File: src/rtl/dtse_pkg.sv
// Shared types, codes and helpers for the DMA transfer/search engine.
// Used by dtse_front, dtse_back and dma_transfer_search_engine; no dependencies.
`timescale 1ns / 1ps

package dtse_pkg;

  // input action codes
  localparam logic [1:0] ACT_START     = 2'd0;
  localparam logic [1:0] ACT_READ_REQ  = 2'd1;
  localparam logic [1:0] ACT_READ_DATA = 2'd2;

  // bus operation codes
  localparam logic [1:0] BUS_NONE  = 2'd0;
  localparam logic [1:0] BUS_READ  = 2'd1;
  localparam logic [1:0] BUS_WRITE = 2'd2;

  // configuration register indexes
  localparam logic [2:0] REG_PORT_A_START = 3'd0;
  localparam logic [2:0] REG_PORT_B_START = 3'd1;
  localparam logic [2:0] REG_PORT_A_MODE  = 3'd2;
  localparam logic [2:0] REG_PORT_B_MODE  = 3'd3;
  localparam logic [2:0] REG_CONTROL      = 3'd4;
  localparam logic [2:0] REG_MATCH_BYTE   = 3'd5;
  localparam logic [2:0] REG_MASK_BYTE    = 3'd6;
  localparam logic [2:0] REG_BLOCK_LENGTH = 3'd7;

  // port mode bits
  localparam int MODE_IO    = 0;
  localparam int MODE_INC   = 1;
  localparam int MODE_FIXED = 2;

  // control bits
  localparam int CTL_TRANSFER   = 0;
  localparam int CTL_SEARCH     = 1;
  localparam int CTL_A_SRC      = 2;
  localparam int CTL_CONTINUOUS = 3;
  localparam int CTL_INT_EN     = 4;

  // queue geometry (both internal queues)
  localparam int          QPTR_W = 1;
  localparam int          QCNT_W = 2;
  localparam logic [1:0]  QDEPTH = 2'd2;

  typedef enum logic [1:0] {
    CMD_NOP,
    CMD_START,
    CMD_READ_REQ,
    CMD_READ_DATA
  } cmd_kind_t;

  typedef struct packed {
    cmd_kind_t  kind;
    logic [7:0] data;
  } cmd_t;

  typedef struct packed {
    logic [15:0] port_a_start;
    logic [15:0] port_b_start;
    logic [2:0]  port_a_mode;
    logic [2:0]  port_b_mode;
    logic [4:0]  control;
    logic [7:0]  match_byte;
    logic [7:0]  mask_byte;
    logic [15:0] block_length;
  } cfg_t;

  typedef struct packed {
    logic [1:0]  bus_op;
    logic [15:0] bus_address;
    logic        bus_is_io;
    logic [7:0]  write_data;
    logic        match_found;
    logic        end_of_block;
    logic        interrupt;
    logic        busy_res;
    logic        keep_bus;
  } result_t;

  // one address step: hold, up or down, wrapping at 16 bits
  function automatic logic [15:0] step_addr(input logic [15:0] addr,
                                            input logic [2:0]  mode);
    logic [15:0] res;
    if (mode[MODE_FIXED]) begin
      res = addr;
    end else if (mode[MODE_INC]) begin
      res = addr + 16'd1;
    end else begin
      res = addr - 16'd1;
    end
    return res;
  endfunction

endpackage

File: src/rtl/dma_transfer_search_engine.sv
// Path: an accepted item is registered in the command queue, executes from its head
//   and its result is registered in the result queue; a full result queue stalls it.
// Throughput: one item per cycle unless stalled; each is one address step or compare.
// Both internal queues hold two entries, so in_full/out_empty decouple the sides.
// Reset (rst_n low, synchronous) clears all registers, addresses, count and queues.
`timescale 1ns / 1ps

// Top level: configuration registers plus front and back ends.
// Depends on dtse_pkg, dtse_front and dtse_back.
module dma_transfer_search_engine (
  input  logic        clk,
  input  logic        rst_n,
  // input queue
  input  logic        in_push,
  output logic        in_full,
  input  logic [1:0]  in_action,
  input  logic [7:0]  in_read_data,
  // result queue
  output logic        out_empty,
  input  logic        out_pop,
  output logic [1:0]  out_bus_op,
  output logic [15:0] out_bus_address,
  output logic        out_bus_is_io,
  output logic [7:0]  out_write_data,
  output logic        out_match_found,
  output logic        out_end_of_block,
  output logic        out_interrupt,
  output logic        out_busy_res,
  output logic        out_keep_bus,
  // configuration write
  input  logic        cfg_valid,
  output logic        cfg_ready,
  input  logic [2:0]  cfg_index,
  input  logic [15:0] cfg_data
);

  dtse_pkg::cfg_t    cfg_r;
  logic              cmd_valid;
  dtse_pkg::cmd_t    cmd;
  logic              cmd_pop;
  dtse_pkg::result_t res_head;

  assign cfg_ready = 1'b1;

  // configuration register file
  always_ff @(posedge clk) begin
    if (!rst_n) begin
      cfg_r <= '0;
    end else if (cfg_valid && cfg_ready) begin
      unique case (cfg_index)
        dtse_pkg::REG_PORT_A_START: cfg_r.port_a_start <= cfg_data;
        dtse_pkg::REG_PORT_B_START: cfg_r.port_b_start <= cfg_data;
        dtse_pkg::REG_PORT_A_MODE:  cfg_r.port_a_mode  <= cfg_data[2:0];
        dtse_pkg::REG_PORT_B_MODE:  cfg_r.port_b_mode  <= cfg_data[2:0];
        dtse_pkg::REG_CONTROL:      cfg_r.control      <= cfg_data[4:0];
        dtse_pkg::REG_MATCH_BYTE:   cfg_r.match_byte   <= cfg_data[7:0];
        dtse_pkg::REG_MASK_BYTE:    cfg_r.mask_byte    <= cfg_data[7:0];
        dtse_pkg::REG_BLOCK_LENGTH: cfg_r.block_length <= cfg_data;
        default: begin
        end
      endcase
    end
  end

  dtse_front u_front (
    .clk          (clk),
    .rst_n        (rst_n),
    .in_push      (in_push),
    .in_full      (in_full),
    .in_action    (in_action),
    .in_read_data (in_read_data),
    .cmd_valid    (cmd_valid),
    .cmd          (cmd),
    .cmd_pop      (cmd_pop)
  );

  dtse_back u_back (
    .clk       (clk),
    .rst_n     (rst_n),
    .cfg       (cfg_r),
    .cmd_valid (cmd_valid),
    .cmd       (cmd),
    .cmd_pop   (cmd_pop),
    .out_empty (out_empty),
    .out_pop   (out_pop),
    .res_head  (res_head)
  );

  // result fields
  assign out_bus_op       = res_head.bus_op;
  assign out_bus_address  = res_head.bus_address;
  assign out_bus_is_io    = res_head.bus_is_io;
  assign out_write_data   = res_head.write_data;
  assign out_match_found  = res_head.match_found;
  assign out_end_of_block = res_head.end_of_block;
  assign out_interrupt    = res_head.interrupt;
  assign out_busy_res     = res_head.busy_res;
  assign out_keep_bus     = res_head.keep_bus;

endmodule

File: src/rtl/dtse_front.sv
// Front end: accepts input items, decodes the action into a command and
// buffers it in a two-entry command queue. Depends on dtse_pkg.
`timescale 1ns / 1ps

module dtse_front (
  input  logic             clk,
  input  logic             rst_n,
  input  logic             in_push,
  output logic             in_full,
  input  logic [1:0]       in_action,
  input  logic [7:0]       in_read_data,
  output logic             cmd_valid,
  output dtse_pkg::cmd_t   cmd,
  input  logic             cmd_pop
);

  dtse_pkg::cmd_t                q_mem_r [dtse_pkg::QDEPTH];
  logic [dtse_pkg::QPTR_W-1:0]   wr_ptr_r, wr_ptr_nxt;
  logic [dtse_pkg::QPTR_W-1:0]   rd_ptr_r, rd_ptr_nxt;
  logic [dtse_pkg::QCNT_W-1:0]   cnt_r, cnt_nxt;
  logic                          push_acc;
  logic                          pop_acc;
  dtse_pkg::cmd_t                dec_cmd;

  // decode the action code
  always_comb begin
    dec_cmd.data = in_read_data;
    unique case (in_action)
      dtse_pkg::ACT_START:     dec_cmd.kind = dtse_pkg::CMD_START;
      dtse_pkg::ACT_READ_REQ:  dec_cmd.kind = dtse_pkg::CMD_READ_REQ;
      dtse_pkg::ACT_READ_DATA: dec_cmd.kind = dtse_pkg::CMD_READ_DATA;
      default:                 dec_cmd.kind = dtse_pkg::CMD_NOP;
    endcase
  end

  // queue handshake
  assign in_full   = (cnt_r == dtse_pkg::QDEPTH);
  assign push_acc  = in_push && !in_full;
  assign cmd_valid = (cnt_r != '0);
  assign pop_acc   = cmd_pop && cmd_valid;
  assign cmd       = q_mem_r[rd_ptr_r];

  always_comb begin
    wr_ptr_nxt = push_acc ? wr_ptr_r + 1'b1 : wr_ptr_r;
    rd_ptr_nxt = pop_acc ? rd_ptr_r + 1'b1 : rd_ptr_r;
    cnt_nxt    = cnt_r;
    if (push_acc && !pop_acc) begin
      cnt_nxt = cnt_r + 1'b1;
    end else if (pop_acc && !push_acc) begin
      cnt_nxt = cnt_r - 1'b1;
    end
  end

  // pointers and fill count
  always_ff @(posedge clk) begin
    if (!rst_n) begin
      wr_ptr_r <= '0;
      rd_ptr_r <= '0;
      cnt_r    <= '0;
    end else begin
      wr_ptr_r <= wr_ptr_nxt;
      rd_ptr_r <= rd_ptr_nxt;
      cnt_r    <= cnt_nxt;
    end
  end

  // command storage
  always_ff @(posedge clk) begin
    if (push_acc) begin
      q_mem_r[wr_ptr_r] <= dec_cmd;
    end
  end

  a_cnt_bound: assert property (@(posedge clk) disable iff (!rst_n)
    cnt_r <= dtse_pkg::QDEPTH)
    else $error("command queue overfilled");

  a_push_to_empty: assert property (@(posedge clk) disable iff (!rst_n)
    (cnt_r == '0) && push_acc |=> cmd_valid)
    else $error("pushed command not visible");

  a_ptr_gap: assert property (@(posedge clk) disable iff (!rst_n)
    (cnt_r == '0 || cnt_r == dtse_pkg::QDEPTH) |-> (wr_ptr_r == rd_ptr_r))
    else $error("command queue pointers out of step");

endmodule

File: src/rtl/dtse_back.sv
// Back end: executes commands against the address/count state and queues
// one result per command in a two-entry result queue. Depends on dtse_pkg.
`timescale 1ns / 1ps

module dtse_back (
  input  logic             clk,
  input  logic             rst_n,
  input  dtse_pkg::cfg_t   cfg,
  input  logic             cmd_valid,
  input  dtse_pkg::cmd_t   cmd,
  output logic             cmd_pop,
  output logic             out_empty,
  input  logic             out_pop,
  output dtse_pkg::result_t res_head
);

  // engine state
  logic [15:0] addr_a_r, addr_a_nxt;
  logic [15:0] addr_b_r, addr_b_nxt;
  logic [15:0] byte_count_r, byte_count_nxt;
  logic        running_r, running_nxt;
  logic        past_first_r, past_first_nxt;

  // result queue
  dtse_pkg::result_t             oq_mem_r [dtse_pkg::QDEPTH];
  logic [dtse_pkg::QPTR_W-1:0]   oq_wr_r, oq_rd_r;
  logic [dtse_pkg::QCNT_W-1:0]   oq_cnt_r, oq_cnt_nxt;
  logic                          oq_full;
  logic                          oq_pop;

  logic              exec;
  dtse_pkg::result_t res;
  logic              a_src;
  logic [15:0]       step_a;
  logic [15:0]       step_b;
  logic              hit;
  logic              end_hit;

  assign oq_full  = (oq_cnt_r == dtse_pkg::QDEPTH);
  assign exec     = cmd_valid && !oq_full;
  assign cmd_pop  = exec;
  assign oq_pop   = out_pop && !out_empty;
  assign out_empty = (oq_cnt_r == '0);
  assign res_head  = oq_mem_r[oq_rd_r];

  assign a_src   = cfg.control[dtse_pkg::CTL_A_SRC];
  assign step_a  = past_first_r ? dtse_pkg::step_addr(addr_a_r, cfg.port_a_mode) : addr_a_r;
  assign step_b  = past_first_r ? dtse_pkg::step_addr(addr_b_r, cfg.port_b_mode) : addr_b_r;
  assign hit     = cfg.control[dtse_pkg::CTL_SEARCH] &&
                   (((cmd.data ^ cfg.match_byte) & ~cfg.mask_byte) == 8'd0);
  // stop after length+1 bytes; a count that wraps to zero ends a 65536-byte block
  assign end_hit = (byte_count_r == 16'hFFFF) ||
                   ((cfg.block_length != 16'd0) && (byte_count_r >= cfg.block_length));

  // command execution
  always_comb begin
    addr_a_nxt     = addr_a_r;
    addr_b_nxt     = addr_b_r;
    byte_count_nxt = byte_count_r;
    running_nxt    = running_r;
    past_first_nxt = past_first_r;
    res            = '0;
    unique case (cmd.kind)
      dtse_pkg::CMD_START: begin
        addr_a_nxt     = cfg.port_a_start;
        addr_b_nxt     = cfg.port_b_start;
        byte_count_nxt = 16'd0;
        running_nxt    = 1'b1;
        past_first_nxt = 1'b0;
      end
      dtse_pkg::CMD_READ_REQ: begin
        if (running_r) begin
          addr_a_nxt      = step_a;
          addr_b_nxt      = step_b;
          past_first_nxt  = 1'b1;
          res.bus_op      = dtse_pkg::BUS_READ;
          res.bus_address = a_src ? step_a : step_b;
          res.bus_is_io   = a_src ? cfg.port_a_mode[dtse_pkg::MODE_IO]
                                  : cfg.port_b_mode[dtse_pkg::MODE_IO];
        end
      end
      dtse_pkg::CMD_READ_DATA: begin
        if (running_r) begin
          byte_count_nxt   = byte_count_r + 16'd1;
          res.match_found  = hit;
          res.end_of_block = end_hit;
          running_nxt      = !(hit || end_hit);
          res.interrupt    = (hit || end_hit) && cfg.control[dtse_pkg::CTL_INT_EN];
          if (cfg.control[dtse_pkg::CTL_TRANSFER]) begin
            res.bus_op      = dtse_pkg::BUS_WRITE;
            res.bus_address = a_src ? addr_b_r : addr_a_r;
            res.bus_is_io   = a_src ? cfg.port_b_mode[dtse_pkg::MODE_IO]
                                    : cfg.port_a_mode[dtse_pkg::MODE_IO];
            res.write_data  = cmd.data;
          end
        end
      end
      default: begin
      end
    endcase
    res.busy_res = running_nxt;
    res.keep_bus = running_nxt && cfg.control[dtse_pkg::CTL_CONTINUOUS];
  end

  // engine state registers
  always_ff @(posedge clk) begin
    if (!rst_n) begin
      addr_a_r     <= '0;
      addr_b_r     <= '0;
      byte_count_r <= '0;
      running_r    <= 1'b0;
      past_first_r <= 1'b0;
    end else if (exec) begin
      addr_a_r     <= addr_a_nxt;
      addr_b_r     <= addr_b_nxt;
      byte_count_r <= byte_count_nxt;
      running_r    <= running_nxt;
      past_first_r <= past_first_nxt;
    end
  end

  // result queue count
  always_comb begin
    oq_cnt_nxt = oq_cnt_r;
    if (exec && !oq_pop) begin
      oq_cnt_nxt = oq_cnt_r + 1'b1;
    end else if (oq_pop && !exec) begin
      oq_cnt_nxt = oq_cnt_r - 1'b1;
    end
  end

  always_ff @(posedge clk) begin
    if (!rst_n) begin
      oq_wr_r  <= '0;
      oq_rd_r  <= '0;
      oq_cnt_r <= '0;
    end else begin
      if (exec) begin
        oq_wr_r <= oq_wr_r + 1'b1;
      end
      if (oq_pop) begin
        oq_rd_r <= oq_rd_r + 1'b1;
      end
      oq_cnt_r <= oq_cnt_nxt;
    end
  end

  // result storage
  always_ff @(posedge clk) begin
    if (exec) begin
      oq_mem_r[oq_wr_r] <= res;
    end
  end

  a_keep_needs_busy: assert property (@(posedge clk) disable iff (!rst_n)
    !out_empty && res_head.keep_bus |-> res_head.busy_res)
    else $error("keep_bus without busy");

  a_match_stops: assert property (@(posedge clk) disable iff (!rst_n)
    !out_empty && res_head.match_found |-> !res_head.busy_res)
    else $error("match did not stop engine");

  a_intr_cause: assert property (@(posedge clk) disable iff (!rst_n)
    !out_empty && res_head.interrupt |-> (res_head.match_found || res_head.end_of_block))
    else $error("interrupt without stop cause");

  a_start_runs: assert property (@(posedge clk) disable iff (!rst_n)
    exec && (cmd.kind == dtse_pkg::CMD_START) |=> running_r && !past_first_r)
    else $error("start did not arm engine");

endmodule

File: config.mk
export PLATFORM = sky130hd
export DESIGN_NAME = dma_transfer_search_engine
export DESIGN_NICKNAME = d
export VERILOG_FILES = /design/src/rtl/dtse_pkg.sv /design/src/rtl/dma_transfer_search_engine.sv /design/src/rtl/dtse_front.sv /design/src/rtl/dtse_back.sv
export SDC_FILE = /design/constraint.sdc
export NUM_CORES = 1
export LEC_CHECK = 0
export ABC_AREA = 0
export BUFFER_PORTS_ARGS = -buffer_cell sky130_fd_sc_hd__buf_4
export CAP_MARGIN = 10
export CELL_PAD_IN_SITES_DETAIL_PLACEMENT = 0
export CELL_PAD_IN_SITES_GLOBAL_PLACEMENT = 2
export CORE_MARGIN = 4
export CORE_UTILIZATION = 39
export CTS_CLUSTER_DIAMETER = 40
export DETAILED_ROUTE_END_ITERATION = 10
export PLACE_DENSITY_LB_ADDON = 0.1
export SLEW_MARGIN = 20
export SYNTH_ARGS = -nofsm -noshare
export SYNTH_HDL_FRONTEND = slang
export SYNTH_SLANG_ARGS = --single-unit
File: constraint.sdc
create_clock -name clk -period 3.8 [get_ports clk]
set_input_delay 0.38 -clock clk [delete_from_list [all_inputs] [get_ports clk]]
set_output_delay 0.38 -clock clk [all_outputs]
set_load 0.01 [all_outputs]
-- Word-level counts from Yosys, hierarchy flattened
Memories as Yosys holds them, arrays and structs flattened. A register that Yosys moved wholly into a read port is not among the register bits.
Index checks and enable logic that the tools add are counted.
- register bits: 133
- memory bits (writable): 84
- output and inout bits: 35
- logic and storage cells: 135
- memories kept: 2
- add/subtract/negate cells: 13
- magnitude comparators: 1
- eq/ne operators: 17
- muxes and demuxes: 38
- bitwise operators: 3
- reductions and logical operators: 42
- memories (name ; depth ; width ; rd ports ; clocked after memory_dff ; wr ports ; RTL line ; source):
    u_back.oq_mem_r ; 2 ; 32 ; 1 ; 1 ; 1 ; dtse_back.sv:25 ; dtse_pkg::result_t oq_mem_r [dtse_pkg::QDEPTH];
    u_front.q_mem_r ; 2 ; 10 ; 1 ; 1 ; 1 ; dtse_front.sv:17 ; dtse_pkg::cmd_t q_mem_r [dtse_pkg::QDEPTH];
- operator list (kind ; number):
    $mux W16 ; 11
    $pmux W16 S2 ; 3
    $add A16 B1 Y16 const B ; 3
    $pmux W19 S2 ; 1
    $sub A16 B1 Y16 const B ; 2
    $mux W30 ; 1
    $mux W27 ; 1
    $mux W18 ; 1
    $eq A16 B16 Y1 const B ; 1
    $ge A16 B16 Y1 ; 1
    $reduce_and A2 Y1 ; 8
    $reduce_bool A16 Y1 ; 1
    $eq A3 B3 Y1 const B ; 4
    $logic_and A1 B1 Y1 ; 12
    $mux W1 ; 12
    $mux W11 ; 1
    $eq A2 B2 Y1 const B ; 5
    $reduce_bool A2 Y1 ; 5
    $and A8 B8 Y8 ; 1
    $logic_not A1 Y1 ; 8
    $logic_not A8 Y1 ; 1
    $mux W2 ; 4
    $not A8 Y8 ; 1
    $xor A8 B8 Y8 ; 1
    other kinds (13) ; 25

-- Logic depth before layout (Yosys ltp)
- word-level depth: 9
- mapped depth: 10
- mapped depth without buffers: 9

-- Hierarchy
From an unflattened synthesis, not the netlist that was laid out.
- cells, all modules: 1148
- area total of the unflattened synthesis: 11374.7 µm²
- modules (own cells, without submodules) (module ; instances ; cells each ; area each (µm²) ; seq. area each (µm²)):
    dtse_back ; 1 ; 817 ; 7601.0 ; 3022.9
    dma_transfer_search_engine ; 1 ; 269 ; 2786.4 ; 1501.4
    dtse_front ; 1 ; 62 ; 987.2 ; 700.7

-- Least setup slack after synthesis
Ideal clock, no wire load.
- path kind: flip-flop to flip-flop
- from: register cfg_r[41] (netlist bit)
- to: memory u_back.oq_mem_r[0][28] (netlist bit), data pin
- arrival time: 2606 ps
- required time: 3542 ps
- path slack: 936 ps
- stages on the path, launching flop included: 11
- buffers on the path: 1
- cells stage by stage: dfxtp_1 > inv_1 > ha_1 > clkbuf_1 > o21ai_0 > a21oi_1 > mux2_2 > a311o_1 > a21oi_1 > o22ai_1 > a31o_2
- RTL lines (what ; RTL line ; source):
    start, declared ; dma_transfer_search_engine.sv:37 ; dtse_pkg::cfg_t cfg_r;
    end, declared ; dtse_back.sv:25 ;

==> results.txt <==
The initial core utilization came out at roughly two fifths. The setup TNS after final layout is 0 ns. The TritonCTS buffer count came out at 39. The number of filler cells placed in the layout is 2907. The fraction of power consumed by the clock network came out at 37.2%. The later pin in the worst-skew pair is clocked with a latency of about 0.52 ns. For hold timing, the worst endpoint is u_front.q_mem_r[0][1]$_DFFE_PP_. The global-route usage over all layers is between 10% and 20%. The data arrival time at the worst-slack endpoint came out at between 3 and 4 ns. The post-CTS resize count came out at 0. The post-detailed-routing wire length is 33.1 mm. The number of register bits inferred by synthesis came out at 219. The synthesized netlist contains 73 unique library cells. The register area is 0.00523 mm^2. The via count of the first global-routing pass came out at 8809. The floorplan has 63 rows. The flow ran to the end, and the final reports show no timing, DRC or antenna violations. The count of H-tree levels built during CTS came out at 2.

The minimum period implied by the final worst setup slack came out at roughly 3.3 ns. The total congestion overflow came out at 0. IR analysis of the VDD net gives a maximum drop of 0.000322 V.

The slew at the pin closest to its max-slew limit is 0.944 ns. Measured along the x axis, the die boundary spans 181 um. The max-slew headroom at the worst pin is between 30% and 40%.

The average cell area after synthesis is between 9 and 10 um^2. The maximum clock frequency is between 0.3 and 0.4 GHz. After floorplanning, the core was sized to cover 0.0296 mm^2. The internal portion of the total power is 6.35 mW.

The top cell types in the final layout, fill and taps aside, are sky130_fd_sc_hd__nand2_1, sky130_fd_sc_hd__dfxtp_1, sky130_fd_sc_hd__buf_4, sky130_fd_sc_hd__edfxtp_1, sky130_fd_sc_hd__a21boi_0. The classification of the worst-slack hold path is in2reg. For this run, the leading register cell type out of synthesis is sky130_fd_sc_hd__dfxtp_1. The power density normalized to cell area is 680 mW/mm^2. The worst register-to-register path ends at u_back.oq_mem_r[0][27]$_DFFE_PP_. The area growth from synthesis to final layout is 19.1%.

The number of cells on the worst reg-to-reg path is 8. The largest buffer count on any clock path is 3. Max-cap violations in this run came to 0. The total of hold buffers inserted after clock tree synthesis came out at 0. The floorplan die area is 0.0327 mm^2. The post-layout net count is about 1.4k. The worst setup timing slack at the placement stage came out at ~0.56 ns.

Leaving out fill and tap cells, the most frequent cell in the layout is sky130_fd_sc_hd__nand2_1. The I/O pin count is 69. In this run the post-CTS setup repair buffer count came out at 0. Setup slack on the critical path of the routed design comes to 0.535 ns. The number of antenna violations at the first check in global routing is 0. In this run the critical register-to-register path is launched from cfg_r[38]$_SDFFE_PN0P_. The average wire length per cell after detail routing came out at 19.3 um. The static leakage came out at between 5 and 6 nW.

The clock root buffer is sky130_fd_sc_hd__clkbuf_16. The number of antenna diodes in the final layout is 0. The fraction of power spent switching nets is about 33%. Setup repair after global routing left no endpoint under its margin. The worst-case register-to-register setup slack is 0.54 ns.

After technology mapping, the gate count stands at 1241. The count of input and output buffers is 67. For this run, the number of Yosys warnings is 0. Sequential cells were found to cover 44.8% of the synthesized design area. The first-pass detailed-route iteration total came out at 7.

The number of setup violations in the final report is 0. The share of final-layout standard cells stronger than drive strength 1 came out at 15.5%. Counting instances, the worst hold path has a depth of 1. The first global-routing pass estimated 52.0 mm of wire. The combined area of the multi-input logic cells is about 0.0060 mm^2. The clock tree from TritonCTS is yes. At the end of routability-driven placement, the weighted congestion stood at 0.865. The worst setup path is launched from a register. The highest net fanout along the worst path came out at 17. The detailed router's first-iteration violation count came out at 627.

The critical path is of the reg2reg type. The remaining number of nets flagged by the antenna check after routing came out at 0. The floorplan step set the die height to between 150 and 200 um. Sequential cells burn roughly 32% of the power.

The clock skew came out at between 0.02 and 0.025 ns. The clock sink count is 219. The smallest hold slack came out at 0.0451 ns. The total standard cell area after synthesis is 0.0117 mm^2. The power dissipated by switching net loads came out at 3.09 mW. The post-synthesis async set-or-reset flop share came out at 0%. The final clock period utilization by the worst path came out at between 80% and 90%. The part of the power in combinational logic came out at 30.4%.

Counting every net in the synthesized netlist gives 1326. The final-report hold violation count came out at 0. The clock input transition at the sequential cells of the worst setup and hold paths is 0.05 ns. The category of the worst setup path capture point is a register. The worst hold path begins at in_read_data[1]. The count of vias placed by the detailed router is 9168. The critical path data required time came out at about 4 ns. The number of flops mapped to enable cells by yosys is 84. After legalization and detailed placement, the total HPWL measured 23.6 mm. The ratio of routed vias to standard cells is 5.35. The count of pins over their slew limit came to 0. The pin count of the biggest net entering global routing came out at 56. The number of remaining DRC errors came out at 0.
## per-stage QoR
step,power (mW),cells,utilization [%],area [um^2]
global placement,5.99,1646,42.4,12500
finish,9.44,1715,47.0,13900
CTS,9.54,1715,47.0,13900
global route,9.98,1715,47.0,13900
floorplan,4.96,1241,-,11700
detailed placement,5.99,1646,42.5,12500
## how the worst max path moves through the flow
stage,from,end,slack [ns],depth (start not counted)
2_1_floorplan,cfg_r[41]$_SDFFE_PN0P_,u_back.oq_mem_r[0][28]$_DFFE_PP_,0.94,10
3_3_place_gp,cfg_r[38]$_SDFFE_PN0P_,u_back.oq_mem_r[0][27]$_DFFE_PP_,0.66,8
3_5_place_dp,cfg_r[38]$_SDFFE_PN0P_,u_back.oq_mem_r[0][27]$_DFFE_PP_,0.56,8
4_1_cts,cfg_r[38]$_SDFFE_PN0P_,u_back.oq_mem_r[0][27]$_DFFE_PP_,0.55,8
5_1_grt,cfg_r[41]$_SDFFE_PN0P_,u_back.oq_mem_r[1][29]$_DFFE_PP_,0.33,9
6_report,cfg_r[38]$_SDFFE_PN0P_,u_back.oq_mem_r[0][27]$_DFFE_PP_,0.54,8
## critical path, stage by stage (launching register included)
cell	delay, ns
sky130_fd_sc_hd__dfxtp_1	0.35
sky130_fd_sc_hd__inv_1	0.48
sky130_fd_sc_hd__ha_1	0.40
sky130_fd_sc_hd__a2111o_1	0.44
sky130_fd_sc_hd__o21ai_0	0.28
sky130_fd_sc_hd__nor2b_1	0.33
sky130_fd_sc_hd__nor4_1	0.09
sky130_fd_sc_hd__a211oi_1	0.47
sky130_fd_sc_hd__o31ai_1	0.15
## flip-flops by register name, indices dropped and copies added, names as in the netlist, named ones only
register / count
u_back.oq_wr_r: 1
u_front.q_mem_r: 20
u_back.oq_mem_r: 64
u_front.rd_ptr_r: 1
u_back.oq_cnt_r: 2
u_back.oq_rd_r: 1
u_front.wr_ptr_r: 1
u_front.cnt_r: 2
u_back.past_first_r: 1
cfg_r: 75
u_back.addr_a_r: 16
u_back.addr_b_r: 16
u_back.byte_count_r: 16
u_back.running_r: 1
## cells by family after synthesis
logic type                 share of synthesized area [%]
and+or+nand+nor                                     16.4
muxes                                               7.02
adders and majority gates                           5.60
AOI/OAI and AO/OA                                   19.0
DFF                                                 44.8
other                                             0.0322
buffers and inverters                               3.61
xor gates and xnor gates                            3.53
## cell type report
cell class,instances,share of cell area [%]
clock buffers,47,7.61
clock inverters,22,1.97
inverters,36,0.974
multi-input cells,915,43.4
flip-flops and latches,219,37.6
well taps,390,3.52
repair buffers,86,4.83
## cells in the mapped netlist, types with 6 or more instances
library cell | number | area share, %
sky130_fd_sc_hd__a211oi_1 | 15 | 0.97
sky130_fd_sc_hd__a21boi_0 | 73 | 4.7
sky130_fd_sc_hd__a21oi_1 | 60 | 2.6
sky130_fd_sc_hd__and2_1 | 13 | 0.70
sky130_fd_sc_hd__buf_2 | 6 | 0.26
sky130_fd_sc_hd__clkbuf_1 | 59 | 1.9
sky130_fd_sc_hd__dfxtp_1 | 135 | 23
sky130_fd_sc_hd__edfxtp_1 | 84 | 22
sky130_fd_sc_hd__ha_1 | 49 | 5.3
sky130_fd_sc_hd__inv_1 | 35 | 1.1
sky130_fd_sc_hd__mux2_2 | 34 | 3.3
sky130_fd_sc_hd__mux2i_1 | 42 | 3.6
sky130_fd_sc_hd__nand2_1 | 218 | 7.0
sky130_fd_sc_hd__nand2b_1 | 13 | 0.70
sky130_fd_sc_hd__nand3_1 | 26 | 1.1
sky130_fd_sc_hd__nand4_1 | 12 | 0.64
sky130_fd_sc_hd__nor2_1 | 65 | 2.1
sky130_fd_sc_hd__nor2b_1 | 24 | 1.3
sky130_fd_sc_hd__nor3_1 | 13 | 0.56
sky130_fd_sc_hd__nor4_1 | 6 | 0.32
sky130_fd_sc_hd__o2111a_1 | 7 | 0.68
sky130_fd_sc_hd__o2111ai_1 | 8 | 0.60
sky130_fd_sc_hd__o211ai_1 | 17 | 1.1
sky130_fd_sc_hd__o21a_1 | 9 | 0.58
sky130_fd_sc_hd__o21ai_0 | 51 | 2.2
sky130_fd_sc_hd__o22ai_1 | 10 | 0.54
sky130_fd_sc_hd__or3_1 | 16 | 0.86
sky130_fd_sc_hd__xnor2_1 | 17 | 1.3
sky130_fd_sc_hd__xor2_1 | 30 | 2.3
## layer usage
metal | vias up | wire [um] | global-route usage (%)
met5 | - | 0 | 0
met4 | 0 | 545 | 3.93
met3 | 42 | 1810 | 3.83
met2 | 206 | 14200 | 30.1
met1 | 4311 | 16600 | 29.4
li1 | 4609 | - | -
## power by group through the flow
stage	logic (mW)	clock network [mW]	registers (mW)
after CTS	2.89	3.58	3.07
after floorplan	1.93	0	3.03
after detailed placement	2.88	0	3.11
after global routing	3.18	3.69	3.11
final	2.87	3.51	3.06
after global placement	2.89	0	3.10
Power figures use the tool's default switching activity.
